`src/rtl/pca_pkg.sv`:
```
// Shared types, widths and constants for the pixel colour adjust pipeline.
// Used by every module in rtl/; no dependencies.
`default_nettype none

package pca_pkg;

    localparam int FRAC_BITS = 8;

    localparam int STAGES = 10;

    localparam int ST_OFFSET   = 0;
    localparam int ST_CONTRAST = 1;
    localparam int ST_ROUND_X  = 2;
    localparam int ST_LUMA_MUL = 3;
    localparam int ST_LUMA_SUM = 4;
    localparam int ST_LUMA_RND = 5;
    localparam int ST_DIFF     = 6;
    localparam int ST_SAT_MUL  = 7;
    localparam int ST_SUM      = 8;
    localparam int ST_OUT      = 9;

    localparam int CHANNELS = 3;

    localparam int OFF_W  = 17;
    localparam int GAIN_W = 10;
    localparam int T_W    = 18;
    localparam int P_W    = T_W + GAIN_W + 1;
    localparam int XSHIFT = 16 - FRAC_BITS;
    localparam int XF_W   = P_W - XSHIFT;
    localparam int LP_W   = XF_W + 17;
    localparam int LW_W   = LP_W + 2;
    localparam int LF_W   = XF_W + 1;
    localparam int D_W    = LF_W + 1;
    localparam int M_W    = D_W + GAIN_W + 1;
    localparam int O_W    = M_W + 1;
    localparam int YSHIFT = FRAC_BITS + 8;

    localparam int MID_LEVEL = 128 * 256;
    localparam int CENTER_X  = 128 * 65536;

    localparam logic [15:0] LUMA_W [CHANNELS] = '{16'd19595, 16'd38470, 16'd7471};

    localparam int ADDR_W = 4;
    localparam int DATA_W = 32;

    localparam logic [1:0] REG_OFFSET     = 2'd0;
    localparam logic [1:0] REG_CONTRAST   = 2'd1;
    localparam logic [1:0] REG_SATURATION = 2'd2;

    localparam logic signed [OFF_W-1:0] OFFSET_LIMIT     = 17'sd65280;
    localparam logic signed [OFF_W-1:0] OFFSET_LIMIT_NEG = -17'sd65280;
    localparam logic [GAIN_W-1:0]       GAIN_LIMIT       = 10'd512;
    localparam logic [GAIN_W-1:0]       GAIN_UNITY       = 10'd256;

    typedef struct packed {
        logic signed [OFF_W-1:0] offset;
        logic [GAIN_W-1:0]       contrast;
        logic [GAIN_W-1:0]       saturation;
    } cfg_t;

    // divide by 2^s, rounding half away from zero
    function automatic logic signed [63:0] round_shift(input logic signed [63:0] v,
                                                       input int unsigned s);
        logic [63:0] mag;
        logic [63:0] sum;
        logic [63:0] q;
        mag = v[63] ? 64'(-v) : 64'(v);
        sum = (mag << 1) + (64'd1 << s);
        q   = sum >> (s + 1);
        round_shift = v[63] ? -$signed(q) : $signed(q);
    endfunction

endpackage

`default_nettype wire

```
`src/rtl/pca_saturate.sv`:
```
// One colour channel: push away from luma by the saturation gain, round, clamp.
// Pipeline stages ST_DIFF..ST_OUT. Depends on pca_pkg.
`default_nettype none

module pca_saturate (
    input  wire logic                               aclk,
    input  wire logic [pca_pkg::STAGES-1:0]         load,
    input  wire pca_pkg::cfg_t                      cfg,
    input  wire logic signed [pca_pkg::XF_W-1:0]    xf_in,
    input  wire logic signed [pca_pkg::LF_W-1:0]    lf_in,
    output logic [7:0]                              chan_out
);

    logic signed [pca_pkg::D_W-1:0]  d_reg;
    logic signed [pca_pkg::D_W-1:0]  d_next;
    logic signed [pca_pkg::LF_W-1:0] lf6_reg;
    logic signed [pca_pkg::LF_W-1:0] lf7_reg;
    logic signed [pca_pkg::M_W-1:0]  m_reg;
    logic signed [pca_pkg::M_W-1:0]  m_next;
    logic signed [pca_pkg::O_W-1:0]  o_reg;
    logic signed [pca_pkg::O_W-1:0]  o_next;
    logic signed [63:0]              y;
    logic [7:0]                      out_reg;
    logic [7:0]                      out_next;

    assign d_next = pca_pkg::D_W'(xf_in) - pca_pkg::D_W'(lf_in);
    assign m_next = pca_pkg::M_W'(d_reg)
                  * pca_pkg::M_W'($signed({1'b0, cfg.saturation}));
    assign o_next = pca_pkg::O_W'(m_reg) + (pca_pkg::O_W'(lf7_reg) <<< 8);

    always_comb begin
        y = pca_pkg::round_shift(64'(o_reg), pca_pkg::YSHIFT);
        if (y < 64'sd0) begin
            out_next = 8'd0;
        end else if (y > 64'sd255) begin
            out_next = 8'd255;
        end else begin
            out_next = y[7:0];
        end
    end

    assign chan_out = out_reg;

    always_ff @(posedge aclk) begin
        if (load[pca_pkg::ST_DIFF]) begin
            d_reg   <= d_next;
            lf6_reg <= lf_in;
        end
        if (load[pca_pkg::ST_SAT_MUL]) begin
            m_reg   <= m_next;
            lf7_reg <= lf6_reg;
        end
        if (load[pca_pkg::ST_SUM]) begin
            o_reg <= o_next;
        end
        if (load[pca_pkg::ST_OUT]) begin
            out_reg <= out_next;
        end
    end

endmodule

`default_nettype wire

```
`config.mk`:
```
export PLATFORM = sky130hd
export DESIGN_NAME = pca_saturate
export DESIGN_NICKNAME = d
export VERILOG_FILES = /design/src/rtl/pca_pkg.sv /design/src/rtl/pca_saturate.sv
export SDC_FILE = /design/constraint.sdc
export NUM_CORES = 1
export LEC_CHECK = 0
export ABC_CLOCK_PERIOD_IN_PS = 7870
export BUFFER_PORTS_ARGS = -buffer_cell sky130_fd_sc_hd__buf_2
export CAP_MARGIN = 20
export CORE_MARGIN = 2
export CORE_UTILIZATION = 41
export CTS_BUF_LIST = sky130_fd_sc_hd__clkbuf_16
export DETAILED_ROUTE_END_ITERATION = 16
export SYNTH_ARGS = -nofsm -noshare
export SYNTH_HDL_FRONTEND = slang
export SYNTH_SLANG_ARGS = --single-unit
```
`constraint.sdc`:
```
create_clock -name aclk -period 7.87 [get_ports aclk]
set_clock_uncertainty 0.2 [all_clocks]
set_input_delay 2.361 -clock aclk [delete_from_list [all_inputs] [get_ports aclk]]
set_output_delay 2.361 -clock aclk [all_outputs]
set_load 0.05 [all_outputs]
```
==> results of run 1 <==
-- timing repair --
item,4_1_cts,5_1_grt
cloned,0,0
setup endpoints to repair,5,10
setup buffers,0,1
pin swaps,0,6
gates resized for setup,5,21
-- metal layers --
metal  vias up  track usage [%]  part of all wire (%)
li1       5825                -                     -
met1      5810             24.0                    48
met2       223             30.0                    47
met3        33             1.89                   3.2
met4         0             5.15                   1.5
met5         -                0                     0
-- cell usage in the layout, fill, tap and decap left out, types with 18 or more instances in the layout --
cell	count
a21o_1	18
a21oi_1	58
and2_1	136
buf_2	61
buf_4	65
edfxtp_1	144
fa_1	203
ha_1	124
inv_1	253
nand2_1	153
nand3_1	22
nor2_1	77
nor2b_1	22
nor3_1	30
o21ai_0	46
xnor2_1	73
xor2_1	27
-- through the flow --
stage	setup slack, ns	std cells	cell area, um^2
2_1_floorplan	0.0145	1695	16700
3_3_place_gp	-0.478	2287	17900
3_5_place_dp	-0.560	2287	17900
4_1_cts	0.0254	2319	18500
5_1_grt	0.00902	2322	18600
6_report	0.202	2322	18600
-- layout make-up --
class	instances	area [um^2]	area share, %
flip-flops and latches	144	4320	23.2
clock inverters	15	133	0.712
repair buffers	131	863	4.64
clock buffers	17	425	2.28
inverters	254	953	5.12
well taps	532	666	3.57
multi-input cells	1229	11300	60.5
-- worst paths after layout --
path                                            end  cells after the start                from
worst min register to register   o_reg[0]$_DFFE_PP_                      0  m_reg[0]$_DFFE_PP_
worst max register to register  m_reg[26]$_DFFE_PP_                     21  d_reg[5]$_DFFE_PP_
worst max-delay path            m_reg[26]$_DFFE_PP_                     22              cfg[4]
worst min-delay path             o_reg[0]$_DFFE_PP_                      0  m_reg[0]$_DFFE_PP_
-- kinds of logic (layout without fill, tap and decap cells) --
family	count (synthesis)	count (layout)	share of synthesized area, %
compound gates	260	260	10.8
xor+xnor	100	100	5.23
flops	144	144	25.8
mux	7	7	0.426
fa+ha+maj	328	328	33.6
buf+inv	322	417	7.49
simple gates	534	534	16.6
==> key figures, run 1 <==
STA
  • Fin. max-slew vios: 0
  • RSZ-0062 raised after global routing: no
  • Final setup fails: 0
  • Period Utilization, post-route: 97.4%
  • Final hold vios: 0
  • Fin Hold WS: 0.218 ns
  • Final Critical Period: 7.67 ns
  • Tightest Pin Transition: 0.837 ns
  • Headroom to the max-slew limit: 44.0%
  • Final setup TNS: 0 ns
  • Highest clock rate: 0.130 GHz

Clock tree
  • Clock Sinks: 144
  • Clock latency on the worst-skew pair: 0.43 ns
  • CTS tree: done
  • CTS Buffer Depth: 2
  • CTS Hold Bufs: 0
  • CTS root buffer: clkbuf_16
  • CTS H-tree depth: 4
  • Clock slew at reported path FFs: 0.06 ns
  • Number of buffers created by CTS: 17

Critical path
  • CP peak stage delay: 0.55 ns
  • CP Capture Type: flip-flop
  • Crit path required time: 7.84 ns
  • Crit start category: input port
  • Delay-heaviest family, CP: adder cells
  • CP Max Fanout: 18
  • Worst-path cell chain: buf_6 > and2_1 > fa_1 > inv_1 > fa_1 > inv_1 > fa_1 > fa_1 > inv_1 > fa_1 > inv_1 > ha_4 > o21a_1 > a31o_2 > a31oi_4 > nand4b_1 > a31oi_2 > a41o_1 > or2_2 > a21o_1 > a21oi_2 > xnor2_1
  • CP most frequent cell: fa_1
  • CP Class: input port to flip-flop
  • R2R setup slack: 1.64 ns
  • Slowest library cell on the worst path: fa_1
  • Worst Path Buf+Inv: 5
  • Worst Path Arrival: 7.63 ns

Detailed routing
  • Via count: 11900
  • DRT iter0 DRCs: 675
  • Vias per cell: 5.12
  • Post-Route WL: 36100 um
  • Post-route ant nets: 0
  • DRC: 0
  • Routed WL per cell: 15.5 um
  • DR pass1 iterations: 5

Yosys
  • Post-synthesis instance area: 0.0167 mm^2
  • Synth Area per Inst: 9.88 um^2
  • Syn Inst Count: 1695
  • Post-synth top area share: 25.8%
  • Main synth FF type: edfxtp_1
  • Syn nets: 2114
  • Async SR Flop Fraction: 0%
  • YS warnings: 0
  • Top cells by area, synth: edfxtp_1 (26%), fa_1 (24%), ha_1 (9.3%)
  • Synthesis-stage register bit count: 144
  • Most frequent cell after synthesis: inv_1
  • Part of the Yosys area used for sequential elements: 25.8%
  • Top cells by count, synth: inv_1 (253), fa_1 (203), nand2_1 (153), edfxtp_1 (144), and2_1 (136)
  • Netlist cell types: 89
  • Number of enable flip-flop cells after synthesis: 144
  • Leading area contributor after synthesis: edfxtp_1

Placed design
  • RePlAce Congestion: 0.870
  • # port buffers: 65
  • DP HPWL: 29400 um

Finish
  • Share of cells above drive strength 1: 11.8%
  • Layout fillers: 3752
  • Max reg flops: 35
  • Layout Utilization: 45.9%
  • Final nets: 2196
  • Layout area overhead: 11.2%
  • Ant diodes: 0

Global routing
  • GRT overflow: 0
  • Vias in the first global route: 12300
  • GRT Resource Usage Total: 17.7%
  • Pin count of the biggest net entering global routing: 57
  • Initial antenna violation count: 0
  • Global-route wire length before repair: 60200 um

Status
  • Outcome: completed

Floorplanning
  • Die Y: 206 um
  • Core area: 0.0406 mm^2
  • Starting Density: 41.3%
  • Die X: 206 um
  • FP Rows: 74
  • Ports: 99
  • Die Footprint: 0.0425 mm^2

Run
  • Max-cap violations: 0

Min path
  • Hold crit path type: flip-flop to flip-flop
Power of run 1 is left out: the tool's default activity adds up to more than one toggle a clock period on the data nets, which glitch-free logic cannot reach.
==> run 2: changes to the inputs <==
--- a/config.mk
+++ b/config.mk
@@ -12,6 +12,7 @@
 export CORE_UTILIZATION = 41
 export CTS_BUF_LIST = sky130_fd_sc_hd__clkbuf_16
 export DETAILED_ROUTE_END_ITERATION = 16
+export REMOVE_ABC_BUFFERS = 1
 export SYNTH_ARGS = -nofsm -noshare
 export SYNTH_HDL_FRONTEND = slang
 export SYNTH_SLANG_ARGS = --single-unit
==> run 2 against run 1 <==
Against the previous run: core utilization about the same; worst setup slack better by 0.051 ns; global-route usage down 0.63 points; sequential share of layout area about the same; via count down 0.74%; critical path depth up 1; highest routed layer is now met5; routed wire length down 4.5%; first-iteration DRC count down 24%.
==> key figures, run 2 (synthesized netlist as in run 1, its figures left out) <==
Detailed routing
  • DRC: 0
  • Via count: 11800
  • DR pass1 iterations: 5
  • Post-route ant nets: 0
  • Vias per cell: 5.08
  • DRT iter0 DRCs: 516
  • Post-Route WL: 34500 um
  • Routed WL per cell: 14.8 um

Clock tree
  • CTS Hold Bufs: 0
  • Post-CTS Setup Bufs: 0
  • CTS Buffer Depth: 2
  • Clock slew at reported path FFs: 0.07 ns
  • Number of buffers created by CTS: 17
  • CTS root buffer: clkbuf_16
  • CTS H-tree depth: 4
  • Clock latency on the worst-skew pair: 0.44 ns
  • CTS tree: done
  • Clock Sinks: 144

Critical path
  • Worst-path cell chain: clkbuf_4 > buf_4 > and2_1 > fa_1 > inv_1 > fa_1 > inv_1 > fa_1 > fa_1 > inv_1 > fa_1 > inv_1 > ha_1 > o21a_1 > a31o_2 > a31oi_4 > nand4b_1 > a31oi_2 > a41o_1 > or2_2 > a21o_1 > a21oi_2 > xnor2_1
  • CP Class: input port to flip-flop
  • CP Max Fanout: 14
  • Slowest library cell on the worst path: fa_1
  • Crit path required time: 7.87 ns
  • CP most frequent cell: fa_1
  • CP Capture Type: flip-flop
  • CP peak stage delay: 0.52 ns
  • Worst Path Arrival: 7.62 ns
  • Worst Path Buf+Inv: 6
  • Delay-heaviest family, CP: adder cells
  • Crit start category: input port

Placed design
  • RePlAce Congestion: 0.810
  • # port buffers: 65
  • DP HPWL: 28600 um
  • Dpl ws: -0.384 ns

Floorplanning
  • Die X: 206 um
  • Die Y: 206 um
  • FP Rows: 74
  • Ports: 99
  • Starting Density: 41.3%
  • Die Footprint: 0.0425 mm^2
  • Core area: 0.0406 mm^2

Global routing
  • GRT Resource Usage Total: 17.1%
  • Met2 usage: 29.4%
  • Initial antenna violation count: 1
  • GRT overflow: 0
  • Grt met1 use: 22.0%
  • Vias in the first global route: 12100
  • GRT busiest layer: met2
  • Global-route wire length before repair: 57600 um
  • GRT met3 Usage: 3.39%
  • Pin count of the biggest net entering global routing: 57

Min path
  • Hold crit path type: flip-flop to flip-flop

Finish
  • Commonest non-fill, non-tap cell in the layout: inv_1
  • Max reg flops: 35
  • FF+latch area: 0.00432 mm^2
  • Ant diodes: 0
  • Footprint of the multi-input gates: 0.0112 mm^2
  • Most frequent cells in the layout: inv_1 (253), fa_1 (203), nand2_1 (153)
  • Layout area overhead: 11.3%
  • Final nets: 2198
  • Layout fillers: 3820
  • Share of cells above drive strength 1: 11.8%

STA
  • Final setup fails: 0
  • Fin. max-slew vios: 0
  • Final hold vios: 0
  • Final Critical Period: 7.62 ns
  • Highest clock rate: 0.131 GHz
  • Headroom to the max-slew limit: 33.3%
  • RSZ-0062 raised after global routing: no
  • Period Utilization, post-route: 96.8%
  • Final setup margin: 0.253 ns
  • Tightest Pin Transition: 0.996 ns

Status
  • Outcome: completed

Run
  • Max-cap violations: 0
## run 2: worst paths after layout
check	start	endpoint	slack (ns)	depth (start not counted)
worst max register to register	d_reg[5]$_DFFE_PP_	m_reg[26]$_DFFE_PP_	1.65	21
worst min-delay path	lf6_reg[10]$_DFFE_PP_	lf7_reg[10]$_DFFE_PP_	0.21	0
worst min register to register	lf6_reg[10]$_DFFE_PP_	lf7_reg[10]$_DFFE_PP_	0.21	0
worst max-delay path	cfg[7]	m_reg[26]$_DFFE_PP_	0.25	23
## run 2: timing repair
action | in CTS | in global routing
hold endpoints to repair | 0 | 0
setup endpoints to repair | 0 | 6
gates resized for setup | 0 | 15
## run 2: cell type report
class	count	area share, %
Clock buffer	17	2.28
Clock inverter	15	1.05
Inverter	254	5.12
Multi-Input combinational cell	1229	60.2
Sequential cell	144	23.2
Tap cell	532	3.57
Timing Repair Buffer	133	4.56
## run 2: per-stage QoR
stage | hold WS, ns | cells | cell area, um^2 | setup TNS, ns | utilization [%]
after detailed placement | 0.205 | 2291 | 17900 | -2.84 | 44.2
after global placement | 0.202 | 2291 | 17900 | -2.28 | 44.2
after global routing | 0.211 | 2324 | 18600 | 0 | 46.0
after floorplan | 0.200 | 1627 | 16400 | 0 | -
final | 0.209 | 2324 | 18600 | 0 | 46.0
after CTS | 0.212 | 2323 | 18600 | 0 | 45.8
## run 2: metal layers
| metal | part of all wire, % | wire length [um] |
|---|---|---|
| met1 | 46 | 15900 |
| met2 | 48 | 16600 |
| met3 | 4.4 | 1520 |
| met4 | 1.2 | 416 |
| met5 | 0.038 | 13 |
Power of run 2 is left out for the same reason.
==> run 3: changes to the inputs <==
--- a/config.mk
+++ b/config.mk
@@ -11,8 +11,10 @@
 export CORE_MARGIN = 2
 export CORE_UTILIZATION = 41
 export CTS_BUF_LIST = sky130_fd_sc_hd__clkbuf_16
+export CTS_CLUSTER_SIZE = 12
 export DETAILED_ROUTE_END_ITERATION = 16
 export REMOVE_ABC_BUFFERS = 1
+export SETUP_SLACK_MARGIN = 0.5
 export SYNTH_ARGS = -nofsm -noshare
 export SYNTH_HDL_FRONTEND = slang
 export SYNTH_SLANG_ARGS = --single-unit
==> run 3 against run 2 <==
Against the previous run: worst setup slack gained 0.26 ns; largest cell class unchanged; critical path depth shrank 1; design area grew 2.7%; maximum frequency grew 3.5%.
==> key figures, run 3 (synthesized netlist as in run 1, its figures left out) <==
Detailed routing
  • Routed WL per cell: 15.1 um
  • DR pass1 iterations: 5
  • DRC: 0
  • Vias per cell: 5.09
  • Post-route ant nets: 0
  • DRT iter0 DRCs: 527
  • Via count: 11900
  • Post-Route WL: 35300 um

Finish
  • Layout area overhead: 14.3%
  • Final non-filler cell total: 2333
  • Most frequent cells in the layout: inv_1 (244), fa_1 (197), nand2_1 (146)
  • Ant diodes: 0
  • Layout fillers: 3756
  • Commonest non-fill, non-tap cell in the layout: inv_1
  • Fin area: 0.0191 mm^2
  • Max reg flops: 35
  • Final nets: 2207
  • Share of cells above drive strength 1: 15.6%

Critical path
  • Crit start category: input port
  • CP Capture Type: flip-flop
  • Crit path required time: 7.87 ns
  • Worst-path cell chain: buf_8 > and2_4 > fa_1 > inv_1 > fa_1 > inv_2 > fa_1 > fa_1 > inv_2 > fa_1 > inv_2 > ha_4 > o21a_1 > a31o_4 > a31oi_4 > nand4b_1 > a31oi_2 > a41o_1 > or2_4 > a21o_1 > a21oi_2 > xnor2_1
  • CP peak stage delay: 0.54 ns
  • Slowest library cell on the worst path: fa_1
  • CP most frequent cell: fa_1
  • CP Class: input port to flip-flop
  • CP Max Fanout: 4
  • Worst Path Arrival: 7.35 ns

STA
  • Period Utilization, post-route: 93.5%
  • Highest clock rate: 0.136 GHz
  • Fin Hold WS: 0.211 ns
  • Fin. max-slew vios: 0
  • Final hold vios: 0
  • Tightest Pin Transition: 1.00 ns
  • RSZ-0062 raised after global routing: yes
  • Final setup fails: 0
  • Final setup margin: 0.514 ns
  • Headroom to the max-slew limit: 33.0%
  • Final Critical Period: 7.36 ns

Global routing
  • GRT Resource Usage Total: 17.2%
  • GRT overflow: 0
  • Initial antenna violation count: 1
  • Global-route wire length before repair: 58000 um
  • Pin count of the biggest net entering global routing: 57
  • Vias in the first global route: 12200

Run
  • Max-cap violations: 0

Placed design
  • Cell Count Post-Placement: 2291
  • Post-Place Cell Area: 0.0179 mm^2
  • Dpl ws: -0.384 ns
  • RePlAce Congestion: 0.810
  • # port buffers: 65
  • DP HPWL: 28600 um

Clock tree
  • CTS root buffer: clkbuf_16
  • Number of buffers created by CTS: 17
  • Clock Sinks: 144
  • CTS H-tree depth: 4
  • Clock slew at reported path FFs: 0.07 ns
  • Clock latency on the worst-skew pair: 0.44 ns
  • CTS tree: done
  • CTS Buffer Depth: 2

Floorplanning
  • FP Rows: 74
  • Die Footprint: 0.0425 mm^2
  • Ports: 99
  • Die X: 206 um
  • Core area: 0.0406 mm^2
  • Die Y: 206 um
  • Starting Density: 41.3%

Min path
  • Hold crit path type: flip-flop to flip-flop

Status
  • Outcome: completed
-- run 3: cell count changes in the layout (fill, tap and decap cells not counted), moves of 7 or more --
cell / before / now
inv_1: 253 / 244
inv_2: 0 / 9
nand2_2: 0 / 7
buf_6: 0 / 13
buf_2: 64 / 57
nand2_1: 153 / 146
ha_1: 125 / 112
ha_4: 0 / 10
-- run 3: metal layers --
| metal | part of all wire, % | global-route usage [%] | up-vias |
|---|---|---|---|
| met2 | 49 | 29.7 | 177 |
| met5 | 0.037 | 0 | - |
| met4 | 1.2 | 4.39 | 2 |
| met1 | 45 | 22.0 | 5825 |
| met3 | 4.4 | 3.47 | 30 |
| li1 | - | - | 5840 |
-- run 3: cell type report --
cell class	count	area [um^2]	area share, %
inverters	254	953	4.98
clock inverters	15	195	1.02
repair buffers	142	1040	5.42
flip-flops and latches	144	4320	22.6
clock buffers	17	425	2.22
multi-input cells	1229	11500	60.3
well taps	532	666	3.48
-- run 3: path summary, 6_finish.rpt --
path,startpoint,end,slack [ns],cells after the start
setup / recovery,cfg[2],m_reg[26]$_DFFE_PP_,0.51,22
hold / removal,lf6_reg[10]$_DFFE_PP_,lf7_reg[10]$_DFFE_PP_,0.21,0
setup reg to reg,o_reg[1]$_DFFE_PP_,chan_out[3]$_SDFFCE_PP0P_,1.85,17
hold reg to reg,lf6_reg[10]$_DFFE_PP_,lf7_reg[10]$_DFFE_PP_,0.21,0
-- run 3: repair_timing --
action | CTS | global route
cloned | 0 | 1
resized for setup | 28 | 95
hold buffers | 0 | 0
setup buffers | 2 | 6
setup endpoints to repair | 11 | 12
pin swaps | 29 | 86
-- run 3: stage by stage --
step           util (%)  setup TNS, ns
6_report           47.2              0
4_1_cts            46.1              0
3_3_place_gp       44.2          -2.28
2_1_floorplan         -              0
5_1_grt            47.2              0
3_5_place_dp       44.2          -2.84
-- run 3: worst max-delay path, delay by kind of cell --
| kind | cells | cell delay, ns |
|---|---|---|
| buffers and inverters | 5 | 0.28 |
| AO/OA/AOI/OAI | 7 | 1.28 |
| XOR/XNOR | 1 | 0.08 |
| adder cells (fa/ha/maj) | 6 | 2.79 |
| AND/OR/NAND/NOR | 3 | 0.56 |
Power of run 3 is left out for the same reason.
